===== src/rtl/core/esup_pkg.sv =====
`timescale 1ns / 1ps
`default_nettype none

package esup_pkg;

  localparam int unsigned CFG_ADDR_W = 3;
  localparam int unsigned CFG_DATA_W = 32;

  localparam logic [2:0] CMD_SET_ENABLE = 3'd0;
  localparam logic [2:0] CMD_LINK       = 3'd1;
  localparam logic [2:0] CMD_TICK       = 3'd2;
  localparam logic [2:0] CMD_REPLY      = 3'd3;
  localparam logic [2:0] CMD_TIMEOUT    = 3'd4;

  localparam logic REG_LINK_WAIT      = 1'b0;
  localparam logic REG_RETRY_INTERVAL = 1'b1;

  localparam logic [15:0] RETRY_FALLBACK = 16'd1000;

  typedef struct packed {
    logic [15:0] link_wait;
    logic [15:0] retry_interval;
  } cfg_t;

  typedef struct packed {
    logic [2:0]  command;
    logic        enable_value;
    logic        link_connected;
    logic [31:0] gateway_address;
    logic [31:0] time_now;
    logic        start_ok;
  } item_t;

  typedef struct packed {
    logic        enabled;
    logic        link_up;
    logic [31:0] current_gateway;
    logic [31:0] link_up_time;
    logic        running;
    logic [31:0] running_gateway;
    logic [31:0] failure_time;
    logic [31:0] starts_total;
    logic [31:0] stops_total;
    logic [31:0] failures_total;
    logic [31:0] replies_total;
    logic [31:0] timeouts_total;
  } state_t;

  typedef struct packed {
    logic        stop_issued;
    logic        start_attempted;
    logic        start_failed;
    logic [31:0] target_gateway;
    logic        session_active;
    logic [31:0] started_count;
    logic [31:0] stopped_count;
    logic [31:0] failure_count;
    logic [31:0] reply_count;
    logic [31:0] timeout_count;
  } result_t;

endpackage

`default_nettype wire


===== src/rtl/core/esup_cfg.sv =====
`timescale 1ns / 1ps
`default_nettype none

module esup_cfg (
  input  wire logic                                clk,
  input  wire logic                                rst_n,
  input  wire logic                                psel,
  input  wire logic                                penable,
  input  wire logic                                pwrite,
  input  wire logic [esup_pkg::CFG_ADDR_W-1:0]     paddr,
  input  wire logic [esup_pkg::CFG_DATA_W-1:0]     pwdata,
  output logic      [esup_pkg::CFG_DATA_W-1:0]     prdata,
  output logic                                     pready,
  output esup_pkg::cfg_t                           cfg
);

  esup_pkg::cfg_t cfg_r;
  esup_pkg::cfg_t cfg_nxt;
  logic           wr_en;
  logic           reg_idx;

  assign wr_en   = psel && penable && pwrite;
  assign reg_idx = paddr[2];
  assign pready  = 1'b1;
  assign cfg     = cfg_r;

  always_comb begin
    cfg_nxt = cfg_r;
    if (wr_en) begin
      unique case (reg_idx)
        esup_pkg::REG_LINK_WAIT:      cfg_nxt.link_wait      = pwdata[15:0];
        esup_pkg::REG_RETRY_INTERVAL: cfg_nxt.retry_interval = pwdata[15:0];
        default:                      cfg_nxt = cfg_r;
      endcase
    end
  end

  always_comb begin
    unique case (reg_idx)
      esup_pkg::REG_LINK_WAIT:      prdata = {16'b0, cfg_r.link_wait};
      esup_pkg::REG_RETRY_INTERVAL: prdata = {16'b0, cfg_r.retry_interval};
      default:                      prdata = '0;
    endcase
  end

  always_ff @(posedge clk) begin
    if (!rst_n) begin
      cfg_r.link_wait      <= '0;
      cfg_r.retry_interval <= esup_pkg::RETRY_FALLBACK;
    end else begin
      cfg_r <= cfg_nxt;
    end
  end

endmodule

`default_nettype wire


===== src/rtl/core/esup_eval.sv =====
`timescale 1ns / 1ps
`default_nettype none

module esup_eval (
  input  wire esup_pkg::cfg_t    cfg,
  input  wire esup_pkg::state_t  st,
  input  wire esup_pkg::item_t   item,
  output esup_pkg::state_t       st_nxt,
  output esup_pkg::result_t      res
);

  logic        desired;
  logic [15:0] backoff_len;
  logic [31:0] link_elapsed;
  logic [31:0] fail_elapsed;
  logic        stop_w;
  logic        run_after_stop;
  logic        delay_met;
  logic        backoff_hold;
  logic        attempt_w;
  logic        is_tick;

  assign desired        = st.enabled && st.link_up && (st.current_gateway != 32'd0);
  assign backoff_len    = (cfg.retry_interval != 16'd0) ? cfg.retry_interval
                                                         : esup_pkg::RETRY_FALLBACK;
  assign link_elapsed   = item.time_now - st.link_up_time;
  assign fail_elapsed   = item.time_now - st.failure_time;
  assign stop_w         = st.running
                          && (!desired || (st.current_gateway != st.running_gateway));
  assign run_after_stop = st.running && !stop_w;
  assign delay_met      = link_elapsed >= {16'b0, cfg.link_wait};
  assign backoff_hold   = (st.failure_time != 32'd0) && (fail_elapsed < {16'b0, backoff_len});
  assign attempt_w      = !run_after_stop && desired && delay_met && !backoff_hold;
  assign is_tick        = item.command == esup_pkg::CMD_TICK;

  always_comb begin
    st_nxt = st;
    unique case (item.command)
      esup_pkg::CMD_SET_ENABLE: begin
        st_nxt.enabled = item.enable_value;
      end
      esup_pkg::CMD_LINK: begin
        if (item.link_connected && !st.link_up) begin
          st_nxt.link_up_time = item.time_now;
        end
        st_nxt.link_up         = item.link_connected;
        st_nxt.current_gateway = item.link_connected ? item.gateway_address : 32'd0;
      end
      esup_pkg::CMD_TICK: begin
        if (stop_w) begin
          st_nxt.running     = 1'b0;
          st_nxt.stops_total = st.stops_total + 32'd1;
        end
        if (attempt_w) begin
          if (item.start_ok) begin
            st_nxt.running         = 1'b1;
            st_nxt.running_gateway = st.current_gateway;
            st_nxt.starts_total    = st.starts_total + 32'd1;
            st_nxt.failure_time    = 32'd0;
          end else begin
            st_nxt.failures_total = st.failures_total + 32'd1;
            st_nxt.failure_time   = item.time_now;
          end
        end
      end
      esup_pkg::CMD_REPLY: begin
        st_nxt.replies_total = st.replies_total + 32'd1;
      end
      esup_pkg::CMD_TIMEOUT: begin
        st_nxt.timeouts_total = st.timeouts_total + 32'd1;
      end
      default: begin
        st_nxt = st;
      end
    endcase
  end

  always_comb begin
    res.stop_issued     = is_tick && stop_w;
    res.start_attempted = is_tick && attempt_w;
    res.start_failed    = is_tick && attempt_w && !item.start_ok;
    if (st_nxt.running) begin
      res.target_gateway = st_nxt.running_gateway;
    end else if (is_tick && attempt_w) begin
      res.target_gateway = st.current_gateway;
    end else begin
      res.target_gateway = 32'd0;
    end
    res.session_active = st_nxt.running;
    res.started_count  = st_nxt.starts_total;
    res.stopped_count  = st_nxt.stops_total;
    res.failure_count  = st_nxt.failures_total;
    res.reply_count    = st_nxt.replies_total;
    res.timeout_count  = st_nxt.timeouts_total;
  end

endmodule

`default_nettype wire


===== src/rtl/core/echo_session_supervisor_top.sv =====
// Echo session supervisor.
// Event words enter on the in_ channel (in_valid / in_stall) and each one
// produces exactly one result word on the out_ channel (out_valid /
// out_stall), in order. Commands set the enable, report a link change,
// deliver a millisecond tick, or count an echo reply or timeout.
// A word is registered into the evaluation stage when it is accepted,
// evaluated there against the session state, and its result is registered
// when the result register is free, which raises out_valid. One word per
// cycle is sustained while out_stall is low; the single evaluation stage sets
// the rate and updates the state as each word moves into the result register.
// When out_stall is high with a result waiting, the evaluation stage keeps
// its word and in_stall goes high once that stage is occupied.
// Synchronous reset clears the state, all counters and both valid flags;
// the link wait resets to 0 and the retry interval to 1000 ms. The two
// registers sit at byte addresses 0 and 4 of the APB port; the user must write
// them only while idle, which the block itself does not enforce.
`timescale 1ns / 1ps
`default_nettype none

module echo_session_supervisor_top (
  input  wire logic                            clk,
  input  wire logic                            rst_n,

  input  wire logic                            in_valid,
  output logic                                 in_stall,
  input  wire logic [2:0]                      in_command,
  input  wire logic                            in_enable_value,
  input  wire logic                            in_link_connected,
  input  wire logic [31:0]                     in_gateway_address,
  input  wire logic [31:0]                     in_time_now,
  input  wire logic                            in_start_ok,

  output logic                                 out_valid,
  input  wire logic                            out_stall,
  output logic                                 out_stop_issued,
  output logic                                 out_start_attempted,
  output logic                                 out_start_failed,
  output logic [31:0]                          out_target_gateway,
  output logic                                 out_session_active,
  output logic [31:0]                          out_started_count,
  output logic [31:0]                          out_stopped_count,
  output logic [31:0]                          out_failure_count,
  output logic [31:0]                          out_reply_count,
  output logic [31:0]                          out_timeout_count,

  input  wire logic                            psel,
  input  wire logic                            penable,
  input  wire logic                            pwrite,
  input  wire logic [esup_pkg::CFG_ADDR_W-1:0] paddr,
  input  wire logic [esup_pkg::CFG_DATA_W-1:0] pwdata,
  output logic      [esup_pkg::CFG_DATA_W-1:0] prdata,
  output logic                                 pready
);

  esup_pkg::cfg_t    cfg;
  esup_pkg::item_t   stg_item_r;
  logic              stg_valid_r;
  logic              stg_valid_nxt;
  esup_pkg::state_t  state_r;
  esup_pkg::state_t  state_nxt;
  esup_pkg::result_t res_nxt;
  esup_pkg::result_t res_r;
  logic              out_valid_r;
  logic              out_valid_nxt;
  logic              out_free;
  logic              stg_fire;
  logic              in_take;

  esup_cfg u_cfg (
    .clk     (clk),
    .rst_n   (rst_n),
    .psel    (psel),
    .penable (penable),
    .pwrite  (pwrite),
    .paddr   (paddr),
    .pwdata  (pwdata),
    .prdata  (prdata),
    .pready  (pready),
    .cfg     (cfg)
  );

  esup_eval u_eval (
    .cfg    (cfg),
    .st     (state_r),
    .item   (stg_item_r),
    .st_nxt (state_nxt),
    .res    (res_nxt)
  );

  assign out_free      = !out_valid_r || !out_stall;
  assign stg_fire      = stg_valid_r && out_free;
  assign in_stall      = stg_valid_r && !out_free;
  assign in_take       = in_valid && !in_stall;
  assign stg_valid_nxt = in_take || (stg_valid_r && !out_free);
  assign out_valid_nxt = stg_fire || (out_valid_r && out_stall);

  always_ff @(posedge clk) begin
    if (!rst_n) begin
      stg_valid_r <= 1'b0;
      out_valid_r <= 1'b0;
      state_r     <= '0;
    end else begin
      stg_valid_r <= stg_valid_nxt;
      out_valid_r <= out_valid_nxt;
      if (stg_fire) begin
        state_r <= state_nxt;
      end
    end
  end

  always_ff @(posedge clk) begin
    if (in_take) begin
      stg_item_r.command         <= in_command;
      stg_item_r.enable_value    <= in_enable_value;
      stg_item_r.link_connected  <= in_link_connected;
      stg_item_r.gateway_address <= in_gateway_address;
      stg_item_r.time_now        <= in_time_now;
      stg_item_r.start_ok        <= in_start_ok;
    end
    if (stg_fire) begin
      res_r <= res_nxt;
    end
  end

  assign out_valid           = out_valid_r;
  assign out_stop_issued     = res_r.stop_issued;
  assign out_start_attempted = res_r.start_attempted;
  assign out_start_failed    = res_r.start_failed;
  assign out_target_gateway  = res_r.target_gateway;
  assign out_session_active  = res_r.session_active;
  assign out_started_count   = res_r.started_count;
  assign out_stopped_count   = res_r.stopped_count;
  assign out_failure_count   = res_r.failure_count;
  assign out_reply_count     = res_r.reply_count;
  assign out_timeout_count   = res_r.timeout_count;

  a_fail_consistent: assert property (@(posedge clk) disable iff (!rst_n)
    out_valid_r && res_r.start_failed |-> res_r.start_attempted && !res_r.session_active)
    else $error("failed start reported without attempt or with active session");

  a_stall_needs_word: assert property (@(posedge clk) disable iff (!rst_n)
    in_stall |-> stg_valid_r)
    else $error("input stalled while the evaluation stage is empty");

  a_start_count: assert property (@(posedge clk) disable iff (!rst_n)
    stg_fire |=> (state_r.starts_total - $past(state_r.starts_total))
      == {31'b0, $past(res_nxt.start_attempted && !res_nxt.start_failed)})
    else $error("start counter does not track successful starts");

  a_state_hold: assert property (@(posedge clk) disable iff (!rst_n)
    !stg_fire |=> $stable(state_r))
    else $error("session state changed without an evaluated word");

endmodule

`default_nettype wire

===== config.mk =====
export PLATFORM = sky130hd
export DESIGN_NAME = echo_session_supervisor_top
export DESIGN_NICKNAME = d
export VERILOG_FILES = /design/src/rtl/core/esup_pkg.sv /design/src/rtl/core/esup_cfg.sv /design/src/rtl/core/esup_eval.sv /design/src/rtl/core/echo_session_supervisor_top.sv
export SDC_FILE = /design/constraint.sdc
export NUM_CORES = 1
export LEC_CHECK = 0
export ABC_CLOCK_PERIOD_IN_PS = 14700
export CORE_MARGIN = 1
export CORE_UTILIZATION = 65
export DETAILED_ROUTE_END_ITERATION = 6
export DONT_BUFFER_PORTS = 1
export HOLD_SLACK_MARGIN = 0.12
export PLACE_DENSITY_LB_ADDON = 0.12
export SYNTH_ARGS = -nofsm -noshare
export SYNTH_HDL_FRONTEND = slang
export SYNTH_SLANG_ARGS = --single-unit
export TNS_END_PERCENT = 50

===== constraint.sdc =====
create_clock -name clk -period 14.7 [get_ports clk]
set_clock_uncertainty 0.05 [all_clocks]
set_input_delay 1.47 -clock clk [delete_from_list [all_inputs] [get_ports clk]]
set_output_delay 1.47 -clock clk [all_outputs]
set_load 0.01 [all_outputs]

==> reports/results.ini, run 1 <==
[outcome]
outcome = finished, final reports clean

[synth]
mapped_avg_cell_area_um2 = 9.47
synth_adder_area_share_pct = 4.22
post_synth_xor_area_fraction_pct = 8.49
ys_ff_latch = 591
synth.lib_cells_used.distinct = 81
post-synth-top-area-cell = sky130_fd_sc_hd__edfxtp_1
syn-instance-count = 3171
synth_enable_flop_cells = 266
yosysTopAreaCellShare_pct = 26.6
postSynth.asyncResetShare_pct = 0
synthesis.yosys.warnings = 0
yosys-top-cells-area = sky130_fd_sc_hd__edfxtp_1, sky130_fd_sc_hd__dfxtp_1, sky130_fd_sc_hd__nand2_1
synth_compound_gate_area_share_pct = 12.6
mappedNetlistArea_um2 = 30000
seq_area_frac_synth_pct = 48.3
fraction_of_the_mapped_netlist_area_in_simple_logic_gates_pct = 19.7
main_flop_type_after_synthesis = sky130_fd_sc_hd__dfxtp_1
synthMuxAreaShare_pct = 2.06
combinational_family_with_the_most_area_after_synthesis = simple AND/OR/NAND/NOR gates

[layout]
post_layout_nonfiller_instances = 3726
nets = 3284
n_fill_cell = 3405
layout_common_cells = sky130_fd_sc_hd__nand2_1, sky130_fd_sc_hd__dfxtp_1, sky130_fd_sc_hd__edfxtp_1
post_route_cells_drive_above_1_share_pct = 4.93
layout.cells.most_common = sky130_fd_sc_hd__nand2_1
area_delta_synth_final_pct = 7.06

[sta]
period_share_pct = 49.6
achievable-frequency_mhz = 137
postLayoutSetupSlackWorst_ns = 7.40
tightest_slew_ns = 1.23
relSlewSlack_pct = 17.4
time_the_worst_path_needs_with_i_o_delays_and_setup_ns = 7.30
fin_setup_tns_ns = 0
final-max-slew-violation-count = 0
final-setup-viol-count = 0
finalHoldViolations = 0
grt_setup_unrepaired = no

[die]
fp.dieArea_um2 = 47000
start_util_pct = 66.0
rows = 78
io_pins = 343
core_area_um2 = 45500
die_w_um = 217
chipHeight_um = 217

[drt]
routedWlPerCell_um = 19.3
route.antenna.remaining_nets = 0
detail_route.drc_violations = 0
drt_first_iter_violations = 2124
route.final.wire_length_um = 72000
dr_total_vias = 23097
routed_via_density = 6.20
drt-pass1-iter-count = 6

[setup_path]
r2r.worst_path.cells = 22
reg2reg_setup_slack_ns = 7.40
regToRegStartpoint = stg_item_r[1]$_DFFE_PP_
regToRegEndpoint = out_failure_count[1]$_DFFE_PP_
path_max_fanout = 98
setup.worst_path.start_class = flop
cp_data_required_time_ns = 15.02
criticalPathCategory = reg2reg
crit_path_end_kind = flop
timing.critical_path.arrival_ns = 7.62

[clock_tree]
cts.repair.resized = 0
cts_hold_buffers = 0
cts_inserted_buffers = 59
cts.reportedPaths.clkPinSlew_ns = 0.06
cts_tree = built
clkSinkCount = 591
post-cts-setup-buffer-count = 0
clockRootBuffer = sky130_fd_sc_hd__clkbuf_16
clock_tree_buf_depth = 3
cts.htree.levels = 2
worstSkewPairLatency_ns = 0.62

[pwr]
share_seq_of_total_power_pct = 50.8
vdd_drop_max_v = 0.000137
switchingPower_mw = 0.824
swShare_pct = 23.2
pwr-share-clk_pct = 43.2
leakage_nw = 11.1
design_power_total_mw = 3.55
p_int_mw = 2.72
comb_power_share_pct = 6.0
power-per-cell-area_nw_per_um2 = 110

[grt]
gr-usage-all-layers_pct = 29.8
grt_first_pass_wirelength_um = 114000
grt_max_degree = 177
first_global_vias = 21589
grt_antenna_before_repair = 5
global_route.overflow_total = 0

[hold_path]
worstHoldEndpoint = state_r[252]$_SDFFE_PN0P_
worstHoldPathCells = 2
min_path_type = reg2reg
worst_hold_startpoint = state_r[252]$_SDFFE_PN0P_

[place]
pre_cts_slack_ns = 7.41
place_congestion = 0.885
place.detailed.instances = 3611
dpl.hpwl_um = 49400
io_buffer_count = 0

[job]
max_cap_viols = 0

[worst max-delay path: stages (launching register included)]
cell and delay (ns):
sky130_fd_sc_hd__edfxtp_1 0.42, sky130_fd_sc_hd__inv_1 0.11, sky130_fd_sc_hd__ha_1 0.24, sky130_fd_sc_hd__fa_1 0.41
sky130_fd_sc_hd__nor2b_1 0.19, sky130_fd_sc_hd__o31a_1 0.23, sky130_fd_sc_hd__o21ai_1 0.16, sky130_fd_sc_hd__nand2_1 0.10
sky130_fd_sc_hd__a21oi_1 0.07, sky130_fd_sc_hd__xnor2_1 0.35, sky130_fd_sc_hd__ha_1 0.33, sky130_fd_sc_hd__a21o_1 0.18
sky130_fd_sc_hd__a21oi_1 0.30, sky130_fd_sc_hd__o221ai_1 0.18, sky130_fd_sc_hd__a211oi_1 0.20, sky130_fd_sc_hd__o211ai_1 0.14
sky130_fd_sc_hd__a2111oi_0 0.87, sky130_fd_sc_hd__a41oi_4 0.22, sky130_fd_sc_hd__buf_4 0.34, sky130_fd_sc_hd__o211ai_4 0.47
sky130_fd_sc_hd__buf_4 0.87, sky130_fd_sc_hd__nor2_1 0.20, sky130_fd_sc_hd__mux2_1 0.37
[synth_stat cells (all sizes together), types with 4 or more instances]
library cell,instances
clkbuf,141
or2,11
nand4,69
xor2,144
nor2b,7
or4,22
nor2,190
o21bai,8
o211a,4
a31oi,8
nand2,432
a31o,8
a21oi,256
nand4b,17
or4bb,4
o2111ai,6
and3,63
a21o,22
a22o,32
mux2i,55
nand3b,32
nand3,130
buf,52
and2,32
o41ai,20
a211oi,9
edfxtp,266
or3,40
dfxtp,325
xnor2,147
nor4,36
o21a,12
nand2b,25
inv,129
mux2,6
and4,13
o31ai,24
o21ai,124
nor4b,7
nor3b,10
o211ai,40
a2111oi,7
ha,98
nor3,50
[kinds of logic (layout without fill, tap and decap cells)]
logic type	Yosys count	in the layout
simple gates	1194	1194
buf+inv	322	258
fa+ha+maj	100	100
compound gates	610	610
other cells	2	21
flops	591	591
xor+xnor	291	291
mux	61	61
[layout make-up]
class | instances | area (µm²) | share of cell area, %
Antenna cell | 4 | 10.0 | 0.0311
Tap cell | 600 | 751 | 2.34
Clock inverter | 25 | 288 | 0.895
Timing Repair Buffer | 18 | 135 | 0.420
Sequential cell | 591 | 14500 | 45.1
Clock buffer | 86 | 1710 | 5.33
Inverter | 129 | 497 | 1.55
Multi-Input combinational cell | 2273 | 14300 | 44.4
[power by group through the flow]
stage | clock, mW | combinational, mW | sequential (mW)
finish | 1.53 | 0.212 | 1.80
global placement | 0 | 0.206 | 1.84
detailed placement | 0 | 0.210 | 1.84
floorplan | 0 | 0.170 | 1.83
global route | 1.62 | 0.236 | 1.81
CTS | 1.55 | 0.211 | 1.80
[registers in the layout, summed over array words and instances, names as in the netlist, 32 cells and up]
register / count
out_failure_count: 32
out_reply_count: 32
out_started_count: 32
out_stopped_count: 32
out_target_gateway: 32
out_timeout_count: 32
state_r: 291
stg_item_r: 70
u_cfg.cfg: 32
[worst max-delay path by stage]
| stage | start | end | cells after the start |
|---|---|---|---|
| floorplan | out_stall | state_r[224]$_SDFFE_PN0P_ | 6 |
| global placement | stg_item_r[1]$_DFFE_PP_ | out_failure_count[1]$_DFFE_PP_ | 22 |
| detailed placement | stg_item_r[1]$_DFFE_PP_ | state_r[175]$_SDFFE_PN0P_ | 23 |
| CTS | stg_item_r[1]$_DFFE_PP_ | state_r[175]$_SDFFE_PN0P_ | 23 |
| global route | stg_item_r[1]$_DFFE_PP_ | state_r[168]$_SDFFE_PN0P_ | 23 |
| finish | stg_item_r[1]$_DFFE_PP_ | out_failure_count[1]$_DFFE_PP_ | 22 |
[through the flow]
stage          instance area, µm²  utilization, %  hold slack, ns
2_1_floorplan               30100               -           0.386
3_3_place_gp                30100            66.3           0.392
3_5_place_dp                30100            66.3           0.397
4_1_cts                     32100            70.7           0.405
5_1_grt                     32100            70.7           0.421
6_report                    32100            70.7           0.403
[per-layer routing]
layer	global-route usage, %	wire length, µm	vias up
li1	-	-	11091
met1	40.5	31600	11086
met2	49.0	34200	792
met3	4.61	4420	124
met4	9.18	1830	4
met5	0	19	-
Power figures use the tool's default switching activity.
==> inputs of run 2 (changes only) <==
--- a/config.mk
+++ b/config.mk
@@ -5,7 +5,8 @@
 export SDC_FILE = /design/constraint.sdc
 export NUM_CORES = 1
 export LEC_CHECK = 0
-export ABC_CLOCK_PERIOD_IN_PS = 14700
+export ABC_AREA = 1
+export ABC_CLOCK_PERIOD_IN_PS = 6850
 export CORE_MARGIN = 1
 export CORE_UTILIZATION = 65
 export DETAILED_ROUTE_END_ITERATION = 6
==> constraint.sdc (replaced) <==
create_clock -name clk -period 6.85 [get_ports clk]
set_clock_uncertainty 0.05 [all_clocks]
set_input_delay 0.685 -clock clk [delete_from_list [all_inputs] [get_ports clk]]
set_output_delay 0.685 -clock clk [all_outputs]
set_load 0.01 [all_outputs]
==> reports/results.ini, run 2 <==
[sta]
finalHoldViolations = 0  ; unchanged
time_the_worst_path_needs_with_i_o_delays_and_setup_ns = 5.17  ; -2.13 ns
fin_hold_ws_ns = 0.176  ; -0.227 ns
relSlewSlack_pct = 24.7  ; +7.3 points
tightest_slew_ns = 1.13  ; -0.106 ns
final-setup-viol-count = 0  ; unchanged
fin_setup_tns_ns = 0  ; unchanged
grt_setup_unrepaired = no
achievable-frequency_mhz = 194  ; +41%
period_share_pct = 75.4  ; +26 points
final-max-slew-violation-count = 0  ; unchanged

[die]
fp.dieArea_um2 = 51200  ; +8.8%
io_pins = 343  ; unchanged
rows = 81  ; +3.8%
chipHeight_um = 226  ; +4.3%
start_util_pct = 66.3  ; +0.33 points
die_w_um = 226  ; +4.3%
core_area_um2 = 49300  ; +8.3%

[clock_tree]
clockRootBuffer = sky130_fd_sc_hd__clkbuf_16
cts_tree = built
clock_tree_buf_depth = 3  ; unchanged
cts.htree.levels = 2  ; unchanged
clkSinkCount = 591  ; unchanged
cts_inserted_buffers = 60  ; +1.7%
worstSkewPairLatency_ns = 0.65  ; +0.03 ns
cts.reportedPaths.clkPinSlew_ns = 0.06  ; about the same

[setup_path]
path_delay_family = simple AND/OR/NAND/NOR gates
regToRegEndpoint = out_target_gateway[9]$_DFFE_PP_
critical_path_endpoint = out_target_gateway[9]$_DFFE_PP_
path_max_fanout = 35  ; -64%
setup.worst_path.start_class = flop
critPathLaunch = stg_item_r[1]$_DFFE_PP_
criticalPathCategory = reg2reg
critical_path.max_stage_delay_ns = 0.60  ; -0.27 ns
path_depth = 26  ; +18%
cp_data_required_time_ns = 7.15  ; -7.87 ns
regToRegStartpoint = stg_item_r[1]$_DFFE_PP_
crit_path_end_kind = flop
cp.buffers_inverters = 2  ; -1
reg2reg_setup_slack_ns = 1.68  ; -5.72 ns
timing.critical_path.arrival_ns = 5.46  ; -2.16 ns
crit_path_frequent_cell = sky130_fd_sc_hd__nor2_1
r2r.worst_path.cells = 26  ; +18%
worst_path_max_delay_cell = sky130_fd_sc_hd__nand2_2

[layout]
post_route_cells_drive_above_1_share_pct = 3.30  ; -1.6 points
layout_common_cells = sky130_fd_sc_hd__nand2_1, sky130_fd_sc_hd__inv_1, sky130_fd_sc_hd__dfxtp_1
largest_register_ff_count = 291  ; unchanged
area_delta_synth_final_pct = 9.62
post_layout_nonfiller_instances = 5207  ; +40%
largest_reg_by_ff_count = state_r
layout.cells.most_common = sky130_fd_sc_hd__nand2_1
top_regs = state_r: 291 flops, stg_item_r: 70 flops
final_core_utilization_pct = 72.7  ; +2.1 points
nets = 4701  ; +43%
final_area_um2 = 35800  ; +11%

[outcome]
violations = DRC
outcome = finished with violations

[grt]
global_route.overflow_total = 0  ; unchanged
first_global_vias = 25432  ; +18%
grt_first_pass_wirelength_um = 131000  ; +15%
grt_max_degree = 142  ; -20%
grt_antenna_before_repair = 2  ; -3
gr-usage-all-layers_pct = 32.2  ; +2.4 points

[place]
io_buffer_count = 0  ; unchanged
dpl_cell_area_um2 = 32900  ; +9.3%
place_congestion = 0.951  ; +7.5%
place.detailed.instances = 5007  ; +39%
dpl.hpwl_um = 58000  ; +17%

[synth]
main_flop_type_after_synthesis = sky130_fd_sc_hd__dfxtp_1
postSynth.asyncResetShare_pct = 0  ; unchanged
mappedNetlistArea_um2 = 32700  ; +8.8%
yosysTopAreaCellShare_pct = 24.4  ; -2.2 points
ys_ff_latch = 591  ; unchanged
seq_area_frac_synth_pct = 44.4  ; -3.9 points
post-synth-top-area-cell = sky130_fd_sc_hd__edfxtp_1
mapped_avg_cell_area_um2 = 7.31  ; -23%
synth.lib_cells_used.distinct = 49  ; -40%
yosys-top-cells-area = sky130_fd_sc_hd__edfxtp_1, sky130_fd_sc_hd__dfxtp_1, sky130_fd_sc_hd__nand2_1
synth_enable_flop_cells = 266  ; unchanged
yosys.cell_count.top_type = sky130_fd_sc_hd__nand2_1
syn-instance-count = 4472  ; +41%
yosys-top-cells-count = sky130_fd_sc_hd__nand2_1, sky130_fd_sc_hd__inv_1, sky130_fd_sc_hd__dfxtp_1, sky130_fd_sc_hd__a21oi_1, sky130_fd_sc_hd__nor2_1
synthesis.yosys.warnings = 0  ; unchanged

[drt]
route.antenna.remaining_nets = 0  ; unchanged
route.final.wire_length_um = 84100  ; +17%
detail_route.drc_violations = 2  ; +2
drt-pass1-iter-count = 7  ; +1
routed_via_density = 5.42  ; -12%
dr_total_vias = 28246  ; +22%
drt_first_iter_violations = 2388  ; +12%
routedWlPerCell_um = 16.1  ; -16%

[pwr]
vdd_drop_max_v = 0.000315  ; +130%
pwr-share-clk_pct = 40.5  ; -2.7 points
share_seq_of_total_power_pct = 48.5  ; -2.3 points
switchingPower_mw = 2.20  ; +170%
leakage_nw = 16.5  ; +49%
p_int_mw = 6.17  ; +130%
power-per-cell-area_nw_per_um2 = 234  ; +110%
comb_power_share_pct = 11.0  ; +5.0 points
swShare_pct = 26.3  ; +3.0 points

[hold_path]
worst_hold_startpoint = rst_n
min_path_type = in2reg

[job]
max_cap_viols = 0  ; unchanged

==> run 2: changes by cell type after synthesis, moves of 40 or more <==
cell and change:
sky130_fd_sc_hd__a21oi_1 +46, sky130_fd_sc_hd__or3_1 -40, sky130_fd_sc_hd__xnor2_1 -140, sky130_fd_sc_hd__nand3_1 +134
sky130_fd_sc_hd__mux2i_1 -55, sky130_fd_sc_hd__o21ai_0 +143, sky130_fd_sc_hd__nor2_1 +105, sky130_fd_sc_hd__nand2_1 +793
sky130_fd_sc_hd__nand4_1 +44, sky130_fd_sc_hd__inv_1 +696, sky130_fd_sc_hd__and3_1 -61
==> run 2: layout make-up <==
type,count,area (µm²)
diodes,2,5.00
clock buffers,79,1620
clock inverters,35,420
fillers,4015,13400
inverters,827,3120
multi-input cells,2909,14400
flip-flops and latches,591,14500
well taps,664,831
repair buffers,100,961
==> run 2: cell families after synthesis <==
group | after synthesis | synth area share [%]
DFF | 591 | 44.4
AOI/OAI and AO/OA | 597 | 9.42
xor gates and xnor gates | 122 | 3.27
buffers and inverters | 987 | 11.9
other | 2 | 0.0230
adders and majority gates | 100 | 3.88
and+or+nand+nor | 2073 | 27.2
==> run 2: routing by layer <==
| layer | GRT usage (%) | wire length (µm) | part of all wire [%] | vias up |
|---|---|---|---|---|
| li1 | - | - | - | 14254 |
| met1 | 42.0 | 36000 | 43 | 12821 |
| met2 | 53.5 | 39200 | 47 | 991 |
| met3 | 5.24 | 5780 | 6.9 | 180 |
| met4 | 11.9 | 3040 | 3.6 | 0 |
| met5 | 0 | 0 | 0 | - |
==> run 2: what timing repair did <==
action | CTS | global route
hold buffers | 84 | 0
resized for setup | 0 | 0
hold endpoints to repair | 81 | 0
setup buffers | 0 | 0
==> run 2: metrics by stage <==
step | setup WS (ns) | power (mW)
4_1_cts | 1.73 | 8.40
2_1_floorplan | 2.28 | 4.77
3_3_place_gp | 1.82 | 4.97
3_5_place_dp | 1.79 | 4.99
5_1_grt | 1.28 | 8.69
6_report | 1.68 | 8.37
==> run 2: worst min path at each step <==
| stage | slack, ns | depth (start not counted) | endpoint |
|---|---|---|---|
| 2_1_floorplan | 0.38 | 2 | state_r[229]$_SDFFE_PN0P_ |
| 3_3_place_gp | 0.39 | 2 | state_r[254]$_SDFFE_PN0P_ |
| 3_5_place_dp | 0.40 | 2 | state_r[229]$_SDFFE_PN0P_ |
| 4_1_cts | 0.13 | 2 | state_r[131]$_SDFFE_PN0P_ |
| 5_1_grt | 0.17 | 2 | u_cfg.cfg[20]$_SDFFE_PN0P_ |
| 6_report | 0.18 | 2 | state_r[290]$_SDFFE_PN0P_ |
==> run 2: power by group through the flow <==
stage               clock network (mW)  logic (mW)  registers, mW
global route                      3.57        1.05           4.07
global placement                     0       0.845           4.12
detailed placement                   0       0.865           4.13
floorplan                            0       0.693           4.08
CTS                               3.43       0.911           4.05
finish                            3.39       0.924           4.06
